===== config.mk =====
export PLATFORM = sky130hd
export DESIGN_NAME = ftks_cell
export DESIGN_NICKNAME = d
export VERILOG_FILES = /design/src/rtl/ftks_pkg.sv /design/src/rtl/ftks_cell.sv
export SDC_FILE = /design/constraint.sdc
export NUM_CORES = 1
export LEC_CHECK = 0
export ABC_AREA = 1
export BUFFER_PORTS_ARGS = -buffer_cell sky130_fd_sc_hd__buf_2
export CORE_MARGIN = 5
export CORE_UTILIZATION = 47
export CTS_BUF_LIST = sky130_fd_sc_hd__clkbuf_2
export CTS_CLUSTER_DIAMETER = 60
export DETAILED_ROUTE_END_ITERATION = 16
export PLACE_DENSITY = 0.9
export SLEW_MARGIN = 20
export SYNTH_ARGS = -nofsm -noshare
export SYNTH_HDL_FRONTEND = slang
export SYNTH_SLANG_ARGS = --single-unit

===== constraint.sdc =====
create_clock -name clk -period 3.65 [get_ports clk]
set_input_delay 0.365 -clock clk [delete_from_list [all_inputs] [get_ports clk]]
set_output_delay 0.365 -clock clk [all_outputs]
set_load 0.02 [all_outputs]

===== src/rtl/ftks_pkg.sv =====
// ----------------------------------------------------------------------------
// ftks_pkg: shared types and constants for the top-k survivor selector
// Holds the entry type that travels along the cell chain and the fixed
// field widths of the stream ports.
// ----------------------------------------------------------------------------
package ftks_pkg;

	localparam int ID_W        = 16;
	localparam int FIT_W       = 32;
	localparam int RANK_W      = 5;
	localparam int POP_W       = 6;
	localparam int S_DATA_W    = 48;
	localparam int M_DATA_W    = 56;
	localparam int MAX_KEEP_DEF = 32;
	localparam int OUT_CAP     = 32;
	localparam int POP_SIZE_RST = 32;

	// 100.0 in signed Q16.16.
	localparam logic signed [FIT_W-1:0] CLAMP_LIMIT = 32'sd6553600;

	typedef struct packed {
		logic             valid;
		logic [FIT_W-1:0] fitness;
		logic [ID_W-1:0]  id;
	} entry_t;

endpackage


===== src/rtl/ftks_cell.sv =====
// ----------------------------------------------------------------------------
// ftks_cell: one slot of the sorted insertion chain
// Keeps its entry, takes the candidate or its upper neighbor's entry on an
// insertion, and takes its lower neighbor's entry when the list drains.
// ----------------------------------------------------------------------------
module ftks_cell (
	input  logic            clk,
	input  logic            arst_n,
	input  logic            ins,
	input  logic            shift,
	input  logic            in_lim,
	input  ftks_pkg::entry_t cand,
	input  ftks_pkg::entry_t prev,
	input  logic            prev_ge,
	input  ftks_pkg::entry_t next,
	output ftks_pkg::entry_t ent,
	output logic            ge
);
	import ftks_pkg::*;

	logic             valid_q;
	logic [FIT_W-1:0] fitness_q;
	logic [ID_W-1:0]  id_q;
	logic             eff_valid;

	assign eff_valid = valid_q & in_lim;
	assign ge = eff_valid && ($signed(fitness_q) >= $signed(cand.fitness));
	assign ent = '{valid: eff_valid, fitness: fitness_q, id: id_q};

	always_ff @(posedge clk or negedge arst_n) begin
		if (!arst_n) begin
			valid_q <= 1'b0;
		end else if (ins) begin
			valid_q <= in_lim & (ge | prev_ge | prev.valid);
		end else if (shift) begin
			valid_q <= next.valid;
		end
	end

	always_ff @(posedge clk) begin
		if (ins) begin
			if (!ge && prev_ge) begin
				fitness_q <= cand.fitness;
				id_q      <= cand.id;
			end else if (!ge) begin
				fitness_q <= prev.fitness;
				id_q      <= prev.id;
			end
		end else if (shift) begin
			fitness_q <= next.fitness;
			id_q      <= next.id;
		end
	end

endmodule


==> results list, run 1 <==
- Number of gates given a new drive strength after cts: 0
- Static timing analysis puts the maximum clock frequency at 0.342 GHz.
- The total area inside the core boundary comes to 0.00809 sq mm.
* Via-per-instance ratio: 4.89
* Static Leakage: 0.00301 uW
- Averaged over all synthesized cells, the footprint is 7.06 sq um.
- The first detailed-routing pass ran for 4 iterations.
- The clock reaches the later pin of the worst-skew pair after 0.41 ns.
* Die Area: 0.0101 sq mm
- Area share of the largest cell type after synthesis: 37.6%
* Antenna violation net count after detailed routing: 0
* Number of placement rows: 33
- In the routed design, unresolved DRC markers number 0.
* Cell-internal power: 971 uW
- Post-synthesis net count: 728
- Counting every sink on the clock net gives 49.
- Share of synthesized area occupied by flip-flops and latches: 38.3%
- Port-buffer cells: 201
- VDD sags by at most 176 uV.
- Switch share: 37.0%
- Placer's final routability congestion estimate: 0.882
* Level count of the clock H-tree: 2
- The final critical path takes up 80.1% of the cycle.
- Critical path endpoint category: flop
- The synthesized netlist devotes 0% of its cell area to XOR and XNOR gates.
* Final Skew: 0.0139 ns
* Complex-gate fraction of the synthesized area: 3.39%
- After global routing the overflow that remains totals 0.
* Clock share of power: 14.2%
- Max-slew violation count: 0
- Most frequent standard cell in the layout excluding fill and tap cells: buf_2
- Basic-gate share of the synthesized area counting and, or, nand and nor cells: 33.3%
- In this run the worst setup path begins at fitness_q[31].
- The biggest area contributor in the post-synthesis netlist is edfxtp_1.
- Synthesized area: 0.00383 sq mm
- In this run, flip-flops and latches consume 47.7% of the power.
- Power spread over the standard cell area amounts to 312 mW/mm^2.
- RSZ-0062 raised after global routing: false
* Number of nets in the final layout: 915
- The tree is rooted in a clkbuf_2.
- In this run, synthesis produced a sequential element count of 49.
- Leaving out filler cells and counting taps, the final layout contains 836.
- Measured slew at the worst slew-check pin: 0.545 ns
- Leaving out fill and tap cells, the most frequent cells in the layout are buf_2, nand2_1, inv_1.
* Mux contribution to synthesized area: 0%
- Relative to the synthesized area, the layout overhead comes to 29.0%.
* WP data required: 3.86 ns
* CP arrival: 3.13 ns
- Kind of start point of the critical path: flop
* Max-cap violation count: 0
- NetSw: 570 uW
- Cell types with the largest area share after synthesis: edfxtp_1, nand2_1, nand3_1, inv_1, ha_1
- Reg2Reg Setup Slack: 0.73 ns
- The number of antenna violations at the first check in global routing is 0.
* Wire length of the first global-routing pass: 17.6 mm
- By startpoint and endpoint, the worst setup path is classified as reg -> reg.
* Number of warnings reported in the yosys synthesis log: 0
- 203 I/O pins were placed.
* Starting utilization of the core area: 47.4%
* Routed vias: 4084
* Normalized max-slew margin: 63.7%
- Synthesis handed over a netlist of 543 instances.
* Adder-cell share of the synthesized area: 10.4%
* Library cells used by synthesis: 24
* Maximum buffer depth of the clock tree: 2
- Post-DR wirelength/cell: 13.5 um
* Width of the chip: 100 um
* Crit-path max FO: 26
- Hold Fails Final Rpt: 0
- The share of total power dissipated in combinational logic is 38.1%.
* Setup-failing EPs final: 0
* TritonCTS clock tree: done
- Number of inserted diodes: 0
- Clock tree synthesis inserted a total of 5 buffers.
* Outcome: completed
* Largest net degree at the start of global routing: 52
* Total negative setup slack: 0 ns
- For this block, the initial DRC count from the detailed router was 143.
- Die extent in y: 100 um
- Wires add up to 11.3 mm.
- Global routing used 21.7% of the available tracks across all layers.
- Main combinational cell family by area after synthesis: simple AND/OR/NAND/NOR gates
* HPWL after DPL: 8.71 mm
* Placed cell count: 827
- Type of the tightest min-delay check: in -> async
- Vias in the first global route: 4029
* R2R Path Start: fitness_q[31]
- In the final layout, the share of cells above drive strength 1 is 30.0%.
- For the finished layout, the period the worst path requires is 2.92 ns.
- CTS clock-pin slew for the worst setup and hold paths: 0.26 ns
-- synth_stat cells --
library cell,instances
a21o_1,2
a21oi_1,15
buf_1,2
buf_2,9
buf_4,1
buf_6,3
clkbuf_1,13
clkinv_1,1
dfrtp_1,1
edfxtp_1,48
ha_1,32
inv_1,110
nand2_1,184
nand2_2,1
nand2_4,1
nand3_1,98
nand3_2,1
nand4_1,2
nor2_1,10
nor2_2,1
nor4_2,1
o21a_1,2
o21ai_0,4
o21ai_1,1
-- cells by family after synthesis --
| logic type | count (synthesis) |
|---|---|
| buffers and inverters | 139 |
| flip-flops | 49 |
| AO/OA/AOI/OAI | 24 |
| adder cells (fa/ha/maj) | 32 |
| AND/OR/NAND/NOR | 299 |
-- layout make-up --
| cell class | instances | area, sq um |
|---|---|---|
| Tap cell | 105 | 131 |
| Timing Repair Buffer | 208 | 1090 |
| Multi-Input combinational cell | 355 | 1810 |
| Inverter | 111 | 417 |
| Clock inverter | 3 | 12.5 |
| Sequential cell | 49 | 1470 |
| Fill cell | 737 | 3150 |
| Clock buffer | 5 | 25.0 |
-- routing by layer --
| layer | wire, um | share of wire [%] | GRT usage, % |
|---|---|---|---|
| met1 | 4260 | 38 | 24.4 |
| met2 | 5600 | 50 | 38.4 |
| met3 | 1060 | 9.4 | 5.70 |
| met4 | 365 | 3.2 | 9.43 |
| met5 | 0 | 0 | 0 |
-- metrics by stage --
step	hold WS [ns]	setup WS (ns)	util (%)	total power [uW]	instance area, sq um
finish	0.197	0.727	61.1	1540	4950
global route	0.131	0.459	61.1	1650	4950
global placement	0.146	0.713	60.5	1310	4900
detailed placement	0.148	0.637	60.5	1340	4900
floorplan	0.0694	0.414	-	1120	3830
CTS	0.166	0.677	61.1	1550	4950
-- sequential cells by signal, summed over array words and instances (netlist names) --
name	flops
valid_q	1
id_q	16
fitness_q	32
-- final timing paths --
check | to | cells after the start
max | id_q[10] | 15
min | valid_q | 2
max reg2reg | id_q[10] | 15
min reg2reg | valid_q | 2
max in group asynchronous | valid_q | 2
min in group clk | fitness_q[27] | 3
-- power by group through the flow --
stage | combinational, uW | clock, uW | sequential [uW]
final | 587 | 219 | 735
after global routing | 658 | 252 | 742
after CTS | 592 | 224 | 735
after detailed placement | 589 | 0 | 748
after global placement | 569 | 0 | 743
after floorplan | 286 | 0 | 829
-- critical path, cell delays in order (launching register included) --
cell	delay [ns]
edfxtp_1	0.46
ha_1	0.35
nand2_1	0.10
nor2_2	0.12
nand2_1	0.09
nor4_2	0.17
nand2_1	0.11
nand2_1	0.07
nand2_1	0.05
nand3_2	0.08
nand2_4	0.17
nand2_2	0.47
buf_12	0.24
nand2_1	0.08
nand3_1	0.07
nand2_1	0.06
-- what timing repair did --
item	CTS	global route
endpoints found under the hold margin	1	0
hold buffers	1	0
setup buffers	0	0
(Power assumes the default switching activity.)
==> inputs of run 2 (changes only) <==
Settings changed: CORE_UTILIZATION 47 to 43, PLACE_DENSITY 0.9 to 0.87.
Clock period 3.65 ns to 2.5 ns, I/O delays scaled along.
==> results list, run 2 (same netlist as run 1, synthesis figures left out) <==
* Post-route fraction of the period consumed by the critical path: 105% (was 80.1%)
- The global routing usage summed across all routing layers is 19.6% (was 21.7%).
- Hold Path Cell Cnt: 3
- Number of cells traversed by the worst register-to-register path: 15 (unchanged)
* DRC errors left: 0 (unchanged)
- The count of filler cells inserted in the layout came to 779 (was 737).
- Static Leakage: 0.00319 uW (was 0.00301 uW)
- Endpoint of the worst hold-timing path: fitness_q[28]
- Clk_lat worst skew: 0.43 ns (was 0.41 ns)
* Wire length on met3: 1.37 mm (was 1.06 mm)
- Post-DR wirelength/cell: 14.7 um (was 13.5 um)
* WP data required: 2.69 ns (was 3.86 ns)
- Violations in the final reports: negative setup slack
* Number of detailed-route iterations in the first pass: 4 (unchanged)
* Level count of the clock H-tree: 2 (unchanged)
- Via-per-instance ratio: 4.84 (was 4.89)
- The top-level I/O count was 203 (unchanged).
- Commonest cells after routing, fill and taps aside: buf_2, nand2_1, inv_1 (unchanged)
- The post-detailed-placement half-perimeter wirelength is 8.55 mm (was 8.71 mm).
- TritonCTS clock tree: done (unchanged)
* Reg2Reg Setup Slack: -0.12 ns (was 0.73 ns)
* Initial detailed-routing violation count: 236 (was 143)
- Placer's final routability congestion estimate: 0.804 (was 0.882)
- Highest layer used for signal routing: met4 (unchanged)
- Normalized max-slew margin: 51.5% (was 63.7%)
- Final Skew: 0.0359 ns (was 0.0139 ns)
* Final critical-path required period: 2.62 ns (was 2.92 ns)
- The number of nets in the layout is 931 (was 915).
- The vias after detailed routing came to 4136 (was 4084).
- Number of inserted diodes: 0 (unchanged)
* Layout cells sized above 1: 36.2% (was 30.0%)
* RSZ-0062 raised after global routing: true (was false)
- The final count of hold timing violations is 0 (unchanged).
- The destination of the worst register-to-register timing path is id_q[2] (was id_q[10]).
* Max-slew violation count: 0 (unchanged)
- The remaining antenna violation count after routing came to 0 (unchanged).
- The register with the most flip-flops is fitness_q (unchanged).
* Largest net degree at the start of global routing: 50 (was 52)
- The first-pass GRT wire length is 17.8 mm (was 17.6 mm).
* Final Instance Area: 0.00544 sq mm (was 0.00495 sq mm)
- The overall die width was 104 um (was 100 um).
- Vias in the first global route: 3878 (was 4029)
- The flip-flop count of the largest register after layout was 32 (unchanged).
* Starting utilization of the core area: 44.0% (was 47.4%)
- The slew of the pin with the lowest slew margin was 0.728 ns (was 0.545 ns).
* Core region area: 0.00872 sq mm (was 0.00809 sq mm)
* Die Area: 0.0109 sq mm (was 0.0101 sq mm)
- Crit-path max FO: 28 (was 26)
- Post-route met1 wirelength: 4.74 mm (was 4.26 mm)
- The number of buffers inserted by port buffering was 201 (unchanged).
- Crit path setup slack, layout: -0.119 ns (was 0.727 ns)
- The worst hold path begins at next[44].
- The number of sinks handled by clock tree synthesis was 49 (unchanged).
* Area growth from synthesis to layout: 41.8% (was 29.0%)
- The sum of negative setup slack is -6.55 ns (was 0 ns).
* Kind of start point of the critical path: flop (unchanged)
- The peak supply drop was 192 uV (was 176 uV).
- Largest registers: fitness_q x32, id_q x16, valid_q x1 (unchanged)
- Post-place instance area: 0.00501 sq mm (was 0.00490 sq mm)
- CTS buffer count: 5 (unchanged)
- Outcome: complete, but fails checks (was completed)
* Max Clk Rate: 0.382 GHz (was 0.342 GHz)
- The clock tree root driver cell is clkbuf_2 (unchanged).
- The clock slew seen by the registers of the worst setup and hold paths is 0.27 ns (was 0.26 ns).
* Setup-failing EPs final: 96 (was 0)
- The routed wire length was 12.5 mm (was 11.3 mm).
- The leading cell type in the layout, fill and taps excluded is buf_2 (unchanged).
- Maximum buffer depth of the clock tree: 2 (unchanged)
- Die extent in y: 104 um (was 100 um)
- Crit Path Category: reg -> reg (unchanged)
- CP arrival: 2.81 ns (was 3.13 ns)
- Max-cap violation count: 0 (unchanged)
- Number of placement rows: 34 (was 33)
- The type of the worst min-delay path was in -> reg (was in -> async).
- Total power density per cell area: 449 mW/mm^2 (was 312 mW/mm^2)
* Routed length on met2: 6.29 mm (was 5.60 mm)
- The number of antenna violations at the first check in global routing was 0 (unchanged).
- The global route total overflow came to 0 (unchanged).
* Critical path endpoint category: flop (unchanged)
- The worst reg2reg path startpoint is fitness_q[25] (was fitness_q[31]).
-- run 2: through the flow --
stage / cells / setup slack (ns) / hold WS, ns / total power [uW] / util [%]
floorplan: 543 / -0.415 / -0.0456 / 1640 / -
global placement: 834 / 0.127 / 0.0255 / 1960 / 57.5
detailed placement: 834 / 0.0915 / 0.0271 / 1980 / 57.5
CTS: 846 / -0.176 / 0.0384 / 2340 / 59.1
global route: 854 / -0.203 / 0.0121 / 2590 / 62.4
finish: 854 / -0.119 / 0.0609 / 2440 / 62.4
-- run 2: area by class of cell --
class / count / area, sq um / area share [%]
clock buffers: 6 / 30.0 / 0.552
clock inverters: 1 / 3.75 / 0.0690
inverters: 111 / 423 / 7.78
multi-input cells: 355 / 2010 / 37.0
flip-flops and latches: 49 / 1470 / 27.0
well taps: 108 / 135 / 2.49
repair buffers: 224 / 1370 / 25.1
-- run 2: report_power, final --
part | internal [uW] | leakage (uW) | switching (uW)
logic | 445 | 0.00265 | 603
registers | 1030 | 0.000504 | 47.3
clock network | 65.2 | 0.0000265 | 253
total | 1540 | 0.00319 | 903
-- run 2: what timing repair did --
action | in CTS | in global routing
buffers inserted | 4 | 1
cloned | 0 | 7
setup endpoints to repair | 1 | 98
gates resized for setup | 14 | 35
hold buffers | 1 | 0
endpoints found under the hold margin | 1 | 0
pin swaps | 15 | 19
-- run 2: critical path, stage by stage, from the launching register on --
cell,delay (ns)
edfxtp_1,0.50
ha_4,0.31
nand2_1,0.07
nor2_2,0.12
nand2_2,0.09
nor4_4,0.16
nand2_2,0.09
nand2_1,0.06
nand2_1,0.06
nand3_2,0.08
nand2_4,0.06
buf_4,0.14
buf_12,0.14
o21ai_4,0.14
clkinvlp_4,0.15
buf_12,0.19
-- run 2: worst max path at each step --
| stage | endpoint | cells past startpoint | from |
|---|---|---|---|
| CTS | ge | 13 | fitness_q[31] |
| detailed placement | id_q[10] | 15 | fitness_q[31] |
| floorplan | fitness_q[0] | 13 | fitness_q[31] |
| finish | id_q[2] | 15 | fitness_q[25] |
| global placement | id_q[10] | 15 | fitness_q[31] |
| global route | ge | 17 | fitness_q[1] |
-- run 2: layer usage --
layer  vias up  GRT usage [%]
met1      1795           22.7
met4         0           4.35
met3        13           5.96
met5         -              0
met2       215           35.3
li1       2113              -
